===== src/sv/mrlp_pkg.sv =====
// mrlp_pkg: shared types, character codes, match patterns and helpers
// for the modem response line parser; no dependencies
`default_nettype none
package mrlp_pkg;

  // result event codes
  typedef enum logic [2:0] {
    EV_SENDER  = 3'd0,
    EV_BODY    = 3'd1,
    EV_CALLER  = 3'd2,
    EV_RING    = 3'd3,
    EV_NOCARR  = 3'd4,
    EV_SIGNAL  = 3'd5,
    EV_BATTERY = 3'd6
  } event_t;

  // what the emit pass extracts
  typedef enum logic [2:0] {
    MODE_BODY,
    MODE_NUM,
    MODE_CSQ,
    MODE_CBC,
    MODE_EMPTY
  } mode_t;

  localparam logic [7:0] CH_CR    = 8'd13;
  localparam logic [7:0] CH_LF    = 8'd10;
  localparam logic [7:0] CH_QUOTE = 8'd34;
  localparam logic [7:0] CH_COLON = 8'd58;
  localparam logic [7:0] CH_COMMA = 8'd44;
  localparam logic [7:0] CH_SPACE = 8'd32;
  localparam logic [7:0] CH_TAB   = 8'd9;

  localparam int RUN_MAX = 63;
  localparam int CNT_W   = 6;

  // match window, entry 0 is the newest byte
  localparam int PAT_W = 10;
  typedef logic [PAT_W-1:0][7:0] win_t;

  localparam win_t PAT_CLIP = 80'("CLIP");
  localparam win_t PAT_CMT  = 80'("CMT");
  localparam win_t PAT_RING = 80'("RING");
  localparam win_t PAT_NC   = 80'("NO CARRIER");
  localparam win_t PAT_CSQ  = 80'("CSQ");
  localparam win_t PAT_CBC  = 80'("CBC");

  localparam int LEN_CLIP = 4;
  localparam int LEN_CMT  = 3;
  localparam int LEN_RING = 4;
  localparam int LEN_NC   = 10;
  localparam int LEN_CSQ  = 3;
  localparam int LEN_CBC  = 3;

  // controller to datapath
  typedef struct packed {
    logic in_ready;
    logic rd_issue;
    logic scan_step;
    logic decide;
    logic emit_step;
    logic flush;
    logic clear_line;
  } mrlp_cmd_t;

  // datapath to controller
  typedef struct packed {
    logic line_end;
    logic byte_zero;
    logic rule_none;
    logic rule_scan;
    logic step_ok;
    logic out_free;
  } mrlp_sts_t;

  function automatic logic ends_with(input win_t w, input win_t p, input int n);
    logic hit;
    hit = 1'b1;
    for (int j = 0; j < PAT_W; j++) begin
      if (j < n && w[j] != p[j]) hit = 1'b0;
    end
    return hit;
  endfunction

  function automatic logic is_white(input logic [7:0] c);
    return (c == CH_SPACE) || (c >= CH_TAB && c <= CH_CR);
  endfunction

endpackage
`default_nettype wire


===== src/sv/mrlp_if.sv =====
// mrlp_in_if / mrlp_out_if: valid-ready channels of the line parser
// depends on nothing
`default_nettype none
interface mrlp_in_if;
  logic       valid;
  logic       ready;
  logic [7:0] rx_byte;
  modport source (output valid, output rx_byte, input ready);
  modport sink (input valid, input rx_byte, output ready);
endinterface

interface mrlp_out_if;
  logic       valid;
  logic       ready;
  logic [2:0] event_res;
  logic [7:0] text_char;
  logic       has_char;
  logic       last_of_run;
  modport source (output valid, output event_res, output text_char, output has_char,
                  output last_of_run, input ready);
  modport sink (input valid, input event_res, input text_char, input has_char,
                input last_of_run, output ready);
endinterface
`default_nettype wire


===== src/sv/modem_response_line_parser_unit.sv =====
// modem_response_line_parser_unit: top level, controller plus datapath; uses mrlp_pkg, mrlp_if
// plain byte: accepted while idle and ready stays high, so bytes can follow back to back
// line end (lf after cr): each stored char is read from the single-port store, then scanned;
//   the rule is decided, each char is read again and emitted, then flushed; out stalls hold it
// no rule: back to idle after decide; ring or no carrier: straight to flush, no emit pass
// synchronous active-low reset clears control, flags and all store valid bits
`default_nettype none
module modem_response_line_parser_unit #(
  parameter int LINE_BYTES   = 64,
  parameter int NUMBER_BYTES = 14,
  parameter int VALUE_BYTES  = 5
) (
  input wire logic   clk,
  input wire logic   rst_n,
  mrlp_in_if.sink    in_ch,
  mrlp_out_if.source out_ch
);
  import mrlp_pkg::*;

  // command and status between sequencer and datapath
  mrlp_cmd_t cmd;
  mrlp_sts_t sts;

  // sequencer: idle/accept, match scan, decide, emit scan, flush
  mrlp_ctrl u_ctrl (
    .clk  (clk),
    .rst_n(rst_n),
    .sts  (sts),
    .cmd  (cmd)
  );

  // datapath: line store, pattern flags, token tracking, result register
  mrlp_dp #(
    .LINE_BYTES  (LINE_BYTES),
    .NUMBER_BYTES(NUMBER_BYTES),
    .VALUE_BYTES (VALUE_BYTES)
  ) u_dp (
    .clk        (clk),
    .rst_n      (rst_n),
    .in_valid   (in_ch.valid),
    .rx_byte    (in_ch.rx_byte),
    .cmd        (cmd),
    .sts        (sts),
    .out_ready  (out_ch.ready),
    .out_valid  (out_ch.valid),
    .event_res  (out_ch.event_res),
    .text_char  (out_ch.text_char),
    .has_char   (out_ch.has_char),
    .last_of_run(out_ch.last_of_run)
  );

  // a request is taken only while the sequencer idles
  assign in_ch.ready = cmd.in_ready;
endmodule
`default_nettype wire


===== src/sv/mrlp_ram.sv =====
// mrlp_ram: generic single-port ram with registered read
// depends on nothing
`default_nettype none
module mrlp_ram #(
  parameter int WIDTH = 8,
  parameter int DEPTH = 64
) (
  input  wire logic                     clk,
  input  wire logic                     we,
  input  wire logic                     re,
  input  wire logic [$clog2(DEPTH)-1:0] addr,
  input  wire logic [WIDTH-1:0]         wdata,
  output logic      [WIDTH-1:0]         rdata
);
  logic [WIDTH-1:0] mem [DEPTH];

  always_ff @(posedge clk) begin
    if (we) mem[addr] <= wdata;
    if (re) rdata <= mem[addr];
  end
endmodule
`default_nettype wire


===== src/sv/mrlp_ctrl.sv =====
// mrlp_ctrl: sequencer for store write, match scan, rule decision and emit scan
// depends on mrlp_pkg
`default_nettype none
module mrlp_ctrl (
  input  wire logic                clk,
  input  wire logic                rst_n,
  input  wire mrlp_pkg::mrlp_sts_t sts,
  output mrlp_pkg::mrlp_cmd_t      cmd
);
  import mrlp_pkg::*;

  typedef enum logic [2:0] {
    ST_IDLE, ST_S1_RD, ST_S1_EX, ST_DECIDE, ST_S2_RD, ST_S2_EX, ST_FLUSH
  } state_t;

  state_t state_r, state_nxt;

  always_comb begin
    state_nxt = state_r;
    cmd       = '0;
    case (state_r)
      ST_IDLE: begin
        cmd.in_ready = 1'b1;
        if (sts.line_end) state_nxt = ST_S1_RD;
      end
      ST_S1_RD: begin
        cmd.rd_issue = 1'b1;
        state_nxt    = ST_S1_EX;
      end
      ST_S1_EX: begin
        if (sts.byte_zero) begin
          state_nxt = ST_DECIDE;
        end else begin
          cmd.scan_step = 1'b1;
          state_nxt     = ST_S1_RD;
        end
      end
      ST_DECIDE: begin
        cmd.decide = 1'b1;
        if (sts.rule_none) begin
          cmd.clear_line = 1'b1;
          state_nxt      = ST_IDLE;
        end else if (sts.rule_scan) begin
          state_nxt = ST_S2_RD;
        end else begin
          state_nxt = ST_FLUSH;
        end
      end
      ST_S2_RD: begin
        cmd.rd_issue = 1'b1;
        state_nxt    = ST_S2_EX;
      end
      ST_S2_EX: begin
        if (sts.byte_zero) begin
          state_nxt = ST_FLUSH;
        end else begin
          cmd.emit_step = 1'b1;
          if (sts.step_ok) state_nxt = ST_S2_RD;
        end
      end
      ST_FLUSH: begin
        cmd.flush = 1'b1;
        if (sts.out_free) state_nxt = ST_IDLE;
      end
      default: state_nxt = ST_IDLE;
    endcase
  end

  always_ff @(posedge clk) begin
    if (!rst_n) state_r <= ST_IDLE;
    else        state_r <= state_nxt;
  end
endmodule
`default_nettype wire


===== src/sv/mrlp_dp.sv =====
// mrlp_dp: line store, valid bits, pattern flags, token extraction and result register
// depends on mrlp_pkg and mrlp_ram
`default_nettype none
module mrlp_dp #(
  parameter int LINE_BYTES   = 64,
  parameter int NUMBER_BYTES = 14,
  parameter int VALUE_BYTES  = 5
) (
  input  wire logic                clk,
  input  wire logic                rst_n,
  input  wire logic                in_valid,
  input  wire logic [7:0]          rx_byte,
  input  wire mrlp_pkg::mrlp_cmd_t cmd,
  output mrlp_pkg::mrlp_sts_t      sts,
  input  wire logic                out_ready,
  output logic                     out_valid,
  output logic [2:0]               event_res,
  output logic [7:0]               text_char,
  output logic                     has_char,
  output logic                     last_of_run
);
  import mrlp_pkg::*;

  localparam int AW = $clog2(LINE_BYTES);
  localparam logic [AW-1:0]    LAST_POS = AW'(LINE_BYTES - 1);
  localparam logic [CNT_W-1:0] CAP_NUM  = CNT_W'(NUMBER_BYTES - 1);
  localparam logic [CNT_W-1:0] CAP_VAL  = CNT_W'(VALUE_BYTES - 1);
  localparam logic [CNT_W-1:0] CAP_BODY = CNT_W'(RUN_MAX);

  logic [LINE_BYTES-1:0] vld_r, vld_nxt;
  logic [AW-1:0]         wp_r, wp_nxt, ptr_r, ptr_nxt;
  logic                  prev_cr_r, prev_cr_nxt, body_exp_r, body_exp_nxt;
  logic                  ring_r, ring_nxt, rd_vld_r, rd_vld_nxt;
  logic [PAT_W-2:0][7:0] hist_r, hist_nxt;
  logic f_clip_r, f_cmt_r, f_ring_r, f_nc_r, f_csq_r, f_cbc_r;
  logic f_clip_nxt, f_cmt_nxt, f_ring_nxt, f_nc_nxt, f_csq_nxt, f_cbc_nxt;
  mode_t                 mode_r, mode_nxt, rule_mode;
  event_t                ev_r, ev_nxt, rule_ev;
  logic [CNT_W-1:0]      cap_r, cap_nxt, rule_cap, n_r, n_nxt;
  logic                  prevd_r, prevd_nxt, mprev_r, mprev_nxt;
  logic [1:0]            ck_r, ck_nxt, mk_r, mk_nxt;
  logic                  pend_vld_r, pend_vld_nxt;
  logic [7:0]            pend_char_r, pend_char_nxt;
  logic                  out_vld_r, out_vld_nxt;
  logic [2:0]            out_ev_r, out_ev_nxt;
  logic [7:0]            out_char_r, out_char_nxt;
  logic                  out_has_r, out_has_nxt, out_last_r, out_last_nxt;

  logic          acc, line_end_in, ram_we, byte_zero, out_free;
  logic [AW-1:0] wr_addr, ram_addr;
  logic [7:0]    ram_q, cur, delim;
  win_t          win;
  logic          rule_none, body_nxt_r, ring_nxt_r;
  logic          nd, tok_start, in_tok, cm, mprev_base, target, want, step_ok, clr;
  logic [1:0]    ck_inc, mk_base, mk_inc;

  assign acc         = in_valid && cmd.in_ready;
  assign line_end_in = acc && (rx_byte == CH_LF) && prev_cr_r;
  assign wr_addr     = (wp_r >= LAST_POS) ? '0 : wp_r;
  assign ram_we      = acc && !line_end_in;
  assign ram_addr    = ram_we ? wr_addr : ptr_r;

  mrlp_ram #(.WIDTH(8), .DEPTH(LINE_BYTES)) u_ram (
    .clk  (clk),
    .we   (ram_we),
    .re   (cmd.rd_issue),
    .addr (ram_addr),
    .wdata(rx_byte),
    .rdata(ram_q)
  );

  // never-written or cleared entries read as zero
  assign cur       = rd_vld_r ? ram_q : 8'd0;
  assign byte_zero = (cur == 8'd0);
  assign win       = {hist_r, cur};
  assign out_free  = !out_vld_r || out_ready;

  // rule priority
  always_comb begin
    rule_none  = 1'b0;
    rule_mode  = MODE_EMPTY;
    rule_ev    = EV_SENDER;
    rule_cap   = CAP_NUM;
    body_nxt_r = body_exp_r;
    ring_nxt_r = ring_r;
    if (body_exp_r) begin
      rule_mode = MODE_BODY;  rule_ev = EV_BODY;    rule_cap = CAP_BODY;
      body_nxt_r = 1'b0;
    end else if (ring_r && f_clip_r) begin
      rule_mode = MODE_NUM;   rule_ev = EV_CALLER;
      ring_nxt_r = 1'b0;
    end else if (f_cmt_r) begin
      rule_mode = MODE_NUM;   rule_ev = EV_SENDER;
      body_nxt_r = 1'b1;
    end else if (f_ring_r) begin
      rule_ev = EV_RING;
      ring_nxt_r = 1'b1;
    end else if (f_nc_r) begin
      rule_ev = EV_NOCARR;
    end else if (f_csq_r) begin
      rule_mode = MODE_CSQ;   rule_ev = EV_SIGNAL;  rule_cap = CAP_VAL;
    end else if (f_cbc_r) begin
      rule_mode = MODE_CBC;   rule_ev = EV_BATTERY; rule_cap = CAP_VAL;
    end else begin
      rule_none = 1'b1;
    end
  end

  // token tracking for the emit pass
  always_comb begin
    case (mode_r)
      MODE_NUM: delim = CH_QUOTE;
      MODE_CSQ: delim = CH_COLON;
      default:  delim = CH_COMMA;
    endcase
    nd         = (cur != delim);
    tok_start  = nd && prevd_r;
    ck_inc     = tok_start ? ((ck_r == 2'd3) ? 2'd3 : ck_r + 2'd1) : ck_r;
    in_tok     = nd && (ck_inc == 2'd2);
    cm         = (cur == CH_COMMA);
    mk_base    = tok_start ? 2'd0 : mk_r;
    mprev_base = tok_start ? 1'b1 : mprev_r;
    mk_inc     = (!cm && mprev_base) ? ((mk_base == 2'd3) ? 2'd3 : mk_base + 2'd1) : mk_base;
    case (mode_r)
      MODE_BODY: target = 1'b1;
      MODE_CSQ:  target = in_tok && !cm && (mk_inc == 2'd1) && !is_white(cur);
      MODE_NUM,
      MODE_CBC:  target = in_tok;
      default:   target = 1'b0;
    endcase
    want    = target && (n_r < cap_r);
    step_ok = !(want && pend_vld_r && !out_free);
  end

  assign clr = (cmd.flush && out_free) || cmd.clear_line;

  always_comb begin
    vld_nxt = vld_r;  wp_nxt = wp_r;  ptr_nxt = ptr_r;
    prev_cr_nxt = prev_cr_r;  body_exp_nxt = body_exp_r;  ring_nxt = ring_r;
    rd_vld_nxt = rd_vld_r;  hist_nxt = hist_r;
    f_clip_nxt = f_clip_r; f_cmt_nxt = f_cmt_r; f_ring_nxt = f_ring_r;
    f_nc_nxt = f_nc_r; f_csq_nxt = f_csq_r; f_cbc_nxt = f_cbc_r;
    mode_nxt = mode_r;  ev_nxt = ev_r;  cap_nxt = cap_r;  n_nxt = n_r;
    prevd_nxt = prevd_r;  mprev_nxt = mprev_r;  ck_nxt = ck_r;  mk_nxt = mk_r;
    pend_vld_nxt = pend_vld_r;  pend_char_nxt = pend_char_r;
    out_vld_nxt = out_ready ? 1'b0 : out_vld_r;
    out_ev_nxt = out_ev_r;  out_char_nxt = out_char_r;
    out_has_nxt = out_has_r;  out_last_nxt = out_last_r;

    if (ram_we) begin
      vld_nxt[wr_addr] = 1'b1;
      wp_nxt           = wr_addr + AW'(1);
      prev_cr_nxt      = (rx_byte == CH_CR);
    end
    if (line_end_in) begin
      prev_cr_nxt = 1'b0;
      ptr_nxt     = '0;
      hist_nxt    = '0;
      f_clip_nxt = 1'b0; f_cmt_nxt = 1'b0; f_ring_nxt = 1'b0;
      f_nc_nxt = 1'b0;   f_csq_nxt = 1'b0; f_cbc_nxt = 1'b0;
    end
    if (cmd.rd_issue) rd_vld_nxt = vld_r[ptr_r];
    if (cmd.scan_step) begin
      hist_nxt   = win[PAT_W-2:0];
      ptr_nxt    = ptr_r + AW'(1);
      f_clip_nxt = f_clip_r | ends_with(win, PAT_CLIP, LEN_CLIP);
      f_cmt_nxt  = f_cmt_r  | ends_with(win, PAT_CMT,  LEN_CMT);
      f_ring_nxt = f_ring_r | ends_with(win, PAT_RING, LEN_RING);
      f_nc_nxt   = f_nc_r   | ends_with(win, PAT_NC,   LEN_NC);
      f_csq_nxt  = f_csq_r  | ends_with(win, PAT_CSQ,  LEN_CSQ);
      f_cbc_nxt  = f_cbc_r  | ends_with(win, PAT_CBC,  LEN_CBC);
    end
    if (cmd.decide) begin
      body_exp_nxt = body_nxt_r;  ring_nxt = ring_nxt_r;
      mode_nxt = rule_mode;  ev_nxt = rule_ev;  cap_nxt = rule_cap;
      ptr_nxt = '0;  n_nxt = '0;
      prevd_nxt = 1'b1;  ck_nxt = 2'd0;  mprev_nxt = 1'b1;  mk_nxt = 2'd0;
      pend_vld_nxt = 1'b0;
    end
    if (cmd.emit_step && !byte_zero && step_ok) begin
      ptr_nxt   = ptr_r + AW'(1);
      prevd_nxt = !nd;
      ck_nxt    = ck_inc;
      mk_nxt    = mk_inc;
      mprev_nxt = cm;
      if (want) begin
        // hand the held char on, it is not the last one
        if (pend_vld_r) begin
          out_vld_nxt = 1'b1;  out_ev_nxt = ev_r;  out_char_nxt = pend_char_r;
          out_has_nxt = 1'b1;  out_last_nxt = 1'b0;
        end
        pend_vld_nxt  = 1'b1;
        pend_char_nxt = cur;
        n_nxt         = n_r + CNT_W'(1);
      end
    end
    if (cmd.flush && out_free) begin
      out_vld_nxt  = 1'b1;
      out_ev_nxt   = ev_r;
      out_char_nxt = pend_vld_r ? pend_char_r : 8'd0;
      out_has_nxt  = pend_vld_r;
      out_last_nxt = 1'b1;
    end
    if (clr) begin
      vld_nxt = '0;  wp_nxt = '0;  pend_vld_nxt = 1'b0;
    end
  end

  always_ff @(posedge clk) begin
    if (!rst_n) begin
      vld_r <= '0;  wp_r <= '0;  ptr_r <= '0;
      prev_cr_r <= 1'b0;  body_exp_r <= 1'b0;  ring_r <= 1'b0;  rd_vld_r <= 1'b0;
      f_clip_r <= 1'b0; f_cmt_r <= 1'b0; f_ring_r <= 1'b0;
      f_nc_r <= 1'b0;   f_csq_r <= 1'b0; f_cbc_r <= 1'b0;
      mode_r <= MODE_EMPTY;  ev_r <= EV_SENDER;  cap_r <= '0;  n_r <= '0;
      prevd_r <= 1'b1;  mprev_r <= 1'b1;  ck_r <= 2'd0;  mk_r <= 2'd0;
      pend_vld_r <= 1'b0;  out_vld_r <= 1'b0;
    end else begin
      vld_r <= vld_nxt;  wp_r <= wp_nxt;  ptr_r <= ptr_nxt;
      prev_cr_r <= prev_cr_nxt;  body_exp_r <= body_exp_nxt;  ring_r <= ring_nxt;
      rd_vld_r <= rd_vld_nxt;
      f_clip_r <= f_clip_nxt; f_cmt_r <= f_cmt_nxt; f_ring_r <= f_ring_nxt;
      f_nc_r <= f_nc_nxt;     f_csq_r <= f_csq_nxt; f_cbc_r <= f_cbc_nxt;
      mode_r <= mode_nxt;  ev_r <= ev_nxt;  cap_r <= cap_nxt;  n_r <= n_nxt;
      prevd_r <= prevd_nxt;  mprev_r <= mprev_nxt;  ck_r <= ck_nxt;  mk_r <= mk_nxt;
      pend_vld_r <= pend_vld_nxt;  out_vld_r <= out_vld_nxt;
    end
  end

  // payload registers
  always_ff @(posedge clk) begin
    hist_r      <= hist_nxt;
    pend_char_r <= pend_char_nxt;
    out_ev_r    <= out_ev_nxt;
    out_char_r  <= out_char_nxt;
    out_has_r   <= out_has_nxt;
    out_last_r  <= out_last_nxt;
  end

  assign sts.line_end  = line_end_in;
  assign sts.byte_zero = byte_zero;
  assign sts.rule_none = rule_none;
  assign sts.rule_scan = (rule_mode != MODE_EMPTY);
  assign sts.step_ok   = step_ok;
  assign sts.out_free  = out_free;

  assign out_valid   = out_vld_r;
  assign event_res   = out_ev_r;
  assign text_char   = out_char_r;
  assign has_char    = out_has_r;
  assign last_of_run = out_last_r;
endmodule
`default_nettype wire


===== src/flat_wrapper.sv =====
// flat-port wrapper written by rule: the top's interface ports become plain ports
module modem_response_line_parser_unit_flat import mrlp_pkg::*;
#(
  parameter int LINE_BYTES   = 64,
  parameter int NUMBER_BYTES = 14,
  parameter int VALUE_BYTES  = 5
)
  (clk, rst_n, in_ch_valid, in_ch_rx_byte, in_ch_ready, out_ch_valid, out_ch_event_res, out_ch_text_char, out_ch_has_char, out_ch_last_of_run, out_ch_ready);
  mrlp_in_if in_ch_i ();
  mrlp_out_if out_ch_i ();
  input wire logic clk;
  input wire logic rst_n;
  input wire logic [$bits(in_ch_i.valid)-1:0] in_ch_valid;
  input wire logic [$bits(in_ch_i.rx_byte)-1:0] in_ch_rx_byte;
  output wire logic [$bits(in_ch_i.ready)-1:0] in_ch_ready;
  output wire logic [$bits(out_ch_i.valid)-1:0] out_ch_valid;
  output wire logic [$bits(out_ch_i.event_res)-1:0] out_ch_event_res;
  output wire logic [$bits(out_ch_i.text_char)-1:0] out_ch_text_char;
  output wire logic [$bits(out_ch_i.has_char)-1:0] out_ch_has_char;
  output wire logic [$bits(out_ch_i.last_of_run)-1:0] out_ch_last_of_run;
  input wire logic [$bits(out_ch_i.ready)-1:0] out_ch_ready;
  assign in_ch_i.valid = in_ch_valid;
  assign in_ch_i.rx_byte = in_ch_rx_byte;
  assign in_ch_ready = in_ch_i.ready;
  assign out_ch_valid = out_ch_i.valid;
  assign out_ch_event_res = out_ch_i.event_res;
  assign out_ch_text_char = out_ch_i.text_char;
  assign out_ch_has_char = out_ch_i.has_char;
  assign out_ch_last_of_run = out_ch_i.last_of_run;
  assign out_ch_i.ready = out_ch_ready;
  modem_response_line_parser_unit #(.LINE_BYTES(LINE_BYTES), .NUMBER_BYTES(NUMBER_BYTES), .VALUE_BYTES(VALUE_BYTES)) u_core (.clk(clk), .rst_n(rst_n), .in_ch(in_ch_i), .out_ch(out_ch_i));
endmodule

===== config.mk =====
export PLATFORM = sky130hd
export DESIGN_NAME = modem_response_line_parser_unit_flat
export DESIGN_NICKNAME = d
export VERILOG_FILES = /design/src/sv/mrlp_pkg.sv /design/src/sv/mrlp_if.sv /design/src/sv/modem_response_line_parser_unit.sv /design/src/sv/mrlp_ram.sv /design/src/sv/mrlp_ctrl.sv /design/src/sv/mrlp_dp.sv /design/src/flat_wrapper.sv
export SDC_FILE = /design/constraint.sdc
export NUM_CORES = 1
export LEC_CHECK = 0
export BUFFER_PORTS_ARGS = -buffer_cell sky130_fd_sc_hd__clkbuf_2
export CORE_ASPECT_RATIO = 1.25
export CORE_MARGIN = 2
export CORE_UTILIZATION = 63
export DETAILED_ROUTE_END_ITERATION = 10
export PLACE_DENSITY = 0.87
export SLEW_MARGIN = 25
export SYNTH_ARGS = -nofsm -noshare
export SYNTH_HDL_FRONTEND = slang
export SYNTH_SLANG_ARGS = --single-unit

===== constraint.sdc =====
create_clock -name clk -period 5.3 [get_ports clk]
set_input_delay 1.06 -clock clk [delete_from_list [all_inputs] [get_ports clk]]
set_output_delay 1.06 -clock clk [all_outputs]
set_load 0.005 [all_outputs]

==> parameters.txt <==
Parameter                              Value

Critical path
  Data required time at the worst endpoint ... 5.68 ns
  Setup crit start kind ... input port
  Capturing element type of the critical path ... flop
  Cell-by-cell listing of the critical path ... clkbuf_2, nor4_2, buf_4, and3_1, buf_4, nor3_4, buf_4, nor2_4, buf_4, a32oi_1, a41o_1, o2111ai_1, or4_1
  Cell family contributing the most delay on the critical path ... buffers and inverters
  Crit Path Category ... input port to flop
  Slowest cell on the critical path ... buf_4
  Largest stage delay on the critical path ... 0.62 ns
  Max FO, Critical Path ... 52
  Most common cell on crit path ... buf_4
  Critical path buffer and inverter count ... 5
  CP arrival ... 5.09 ns

STA
  Number of pins with negative max-slew slack in the final report ... 0
  Worst hold margin ... 0.448 ns
  Setup repair after global routing missed its margin ... no
  Actual transition at the worst max-transition pin ... 1.01 ns
  Clk_skew ... 0.0363 ns
  Share of the clock period used by the worst path after layout ... 89.0%
  Worst slew margin relative to its limit ... 31.8%
  Setup Viol. Count Final ... 0
  Setup TNS Final ... 0 ns
  Highest achievable clock rate ... 212 MHz
  Final-report hold violation count ... 0
  Post-layout min period ... 4.72 ns

Clock network
  Clk sinks ... 725
  Number of buffers on the longest clock path ... 3
  TritonCTS Buffers ... 68
  CTS H-Tree Depth ... 3
  # resized after CTS ... 0
  Post-CTS setup buffer count ... 0
  Clock tree from TritonCTS ... built
  Count of hold buffers inserted by post-cts repair ... 0
  Worst-path clk slew ... 0.07 ns
  Clk Latency, worst-skew pair ... 0.64 ns
  Library cell used as clock root buffer ... clkbuf_16

Logic synthesis
  Number of warning messages in the yosys log ... 0
  Synth Net Count ... 2073
  Cell type contributing the most total cell area after synthesis ... edfxtp_1
  Synthesized area divided by synthesized cell count ... 14.1 sq um
  Largest cells by area after synthesis ... edfxtp_1 (63%), dfxtp_1 (7.8%), a22oi_1 (3.2%)
  Number of enable flip-flop cells after synthesis ... 612
  Most used flip-flop cell after synthesis ... edfxtp_1
  Share of synthesized flip-flops with an asynchronous set or reset ... 0%
  Fraction of post-synthesis cell area in the top cell type by area ... 63.4%
  Cell area after synthesis ... 0.0290 sq mm
  Syn Inst Count ... 2053
  Number of register bits inferred by synthesis ... 725
  Count of different cell masters after synthesis ... 88
  Seq/Total Area, Yosys ... 71.2%

Power
  Total power density per cell area ... 351 mW/mm^2
  Max IR drop VDD ... 325 uV
  Total power ... 11400 uW
  Leakage power ... 0.0104 uW

Placement
  I/O Buffers ... 26
  Gpl congestion ... 0.925
  Half-perimeter wire length after placement ... 50.0 mm
  Placement Cell Area ... 0.0303 sq mm

Drt
  Drt first-iter violations ... 3234
  Final wirelength ... 80.8 mm
  Wire per inst ... 29.2 um
  Via count ... 19.9k
  Number of detailed-route iterations in the first pass ... 7
  Drt drc ... 0
  Via count normalized by instance count ... 7.21
  Antenna-violating nets left ... 0

Die
  CORE AREA ... 0.0453 sq mm
  Initial standard-cell utilization of the core ... 64.0%
  Overall die height ... 244 um
  Boundary Pins ... 27
  Die width ... 196 um
  Total die area ... 0.0478 sq mm
  Number of standard-cell rows in the floorplan ... 87

Final layout
  Area added between synthesis and finish ... 12.2%
  Count of antenna diodes in the layout ... 0
  Number of nets in the finished design ... 2148
  Finished Cell Area ... 0.0325 sq mm
  Fraction of layout instances using a drive strength above 1 ... 13.8%

Status
  Status ... complete, no violations

Global route
  Total overflow reported by the global router ... 0
  GRT Overall Usage ... 33.9%
  First-pass GRT wire length ... 120 mm
  Antenna violations before repair ... 2
  Via count of the first global-routing pass ... 19.7k
  Maximum number of pins on one net before global-route repair ... 71

Flow run
  Max-cap viol count ... 0

Hold path
  Hold Crit Class ... flop to flop
[cells in the mapped netlist, drive strengths merged (11+ instances only)]
cell	n
inv	28
a221oi	11
nand4	14
clkbuf	78
o221ai	15
a22oi	127
mux4	21
a211oi	11
or4	12
a21o	14
and2	80
nor4	18
nand2b	15
nor3	30
buf	58
a22o	24
edfxtp	612
nor2b	18
a41oi	24
dfxtp	113
a32oi	29
nand2	77
o2111ai	26
o21ai	60
a21oi	112
nand3	52
a31oi	16
nor2	197
[routing by layer]
layer,global-route usage (%),vias to the layer above,share of wire (%)
met5,0,-,0.016
met4,23.0,2,7.3
met3,8.61,401,13
met2,54.5,1632,48
met1,40.6,9636,32
li1,-,8246,-
[report_power, final]
group | internal [uW] | switching (uW)
clock network | 2820 | 2090
logic | 84.1 | 248
registers | 6170 | 8.12
total | 9080 | 2350
[sequential cells by signal, summed over array words and instances (netlist names), 3 cells and up]
register                 count
u_core.u_dp.u_ram.mem      512
u_core.u_dp.hist_r          72
u_core.u_dp.vld_r           64
u_core.u_dp.pend_char_r      8
u_core.u_dp.text_char        8
u_core.u_dp.u_ram.rdata      8
u_core.u_dp.n_r              6
u_core.u_dp.ptr_r            6
u_core.u_dp.wp_r             6
u_core.u_ctrl.state_r        3
u_core.u_dp.cap_r            3
u_core.u_dp.ev_r             3
u_core.u_dp.event_res        3
u_core.u_dp.mode_r           3
[logic make-up (layout without fill, tap and decap cells)]
logic type	after synthesis	after routing	synth area share, %
mux	35	35	2.13
flops	725	725	71.2
xor+xnor	3	3	0.0907
buf+inv	164	295	2.41
simple gates	570	570	10.2
fa+ha+maj	8	8	0.345
compound gates	548	548	13.6
[placed cells by master, fill, tap and decap left out, drive strengths merged, types with 9 or more instances in the layout]
cell type	count
nor4	18
nand4	14
and3	9
a41o	9
a22oi	127
o21ai	60
nand3	52
inv	31
nand2	77
and2	80
a21oi	112
mux2i	10
a21o	14
o2111ai	26
a31oi	16
dfxtp	113
a221oi	11
nor3	30
a211oi	11
a32o	10
nand2b	15
nor2b	18
a41oi	24
mux4	21
nor4b	10
clkinv	31
a22o	24
or4	12
edfxtp	612
a32oi	29
nor2	197
o221ai	15
clkbuf	111
buf	115
[worst paths after layout]
kind,to,cells after the start,from,slack [ns]
worst max register to register,u_core.u_dp.u_ram.rdata[2]$_DFFE_PP_,11,u_core.u_dp.wp_r[0]$_SDFFE_PP0P_,0.99
worst max-delay path,u_core.u_dp.u_ram.rdata[2]$_DFFE_PP_,13,in_ch_rx_byte[7],0.58
worst min-delay path,u_core.u_dp.event_res[1]$_DFFE_PP_,0,u_core.u_dp.ev_r[1]$_SDFFE_PN0P_,0.45
worst min register to register,u_core.u_dp.event_res[1]$_DFFE_PP_,0,u_core.u_dp.ev_r[1]$_SDFFE_PN0P_,0.45
[final cells by class]
type,count,area [sq um]
Sequential cell,725,20600
Fill cell,2746,12800
Multi-Input combinational cell,1164,7730
Clock buffer,85,1840
Timing Repair Buffer,141,1080
Tap cell,578,723
Clock inverter,41,395
Inverter,28,105
[through the flow]
step | instances | setup WS (ns) | util, %
floorplan | 2053 | 0.738 | -
global placement | 2635 | 0.316 | 66.8
detailed placement | 2635 | 0.204 | 66.8
CTS | 2761 | 0.780 | 71.8
global route | 2762 | 0.600 | 71.8
finish | 2762 | 0.584 | 71.8
(Power assumes the default switching activity.)
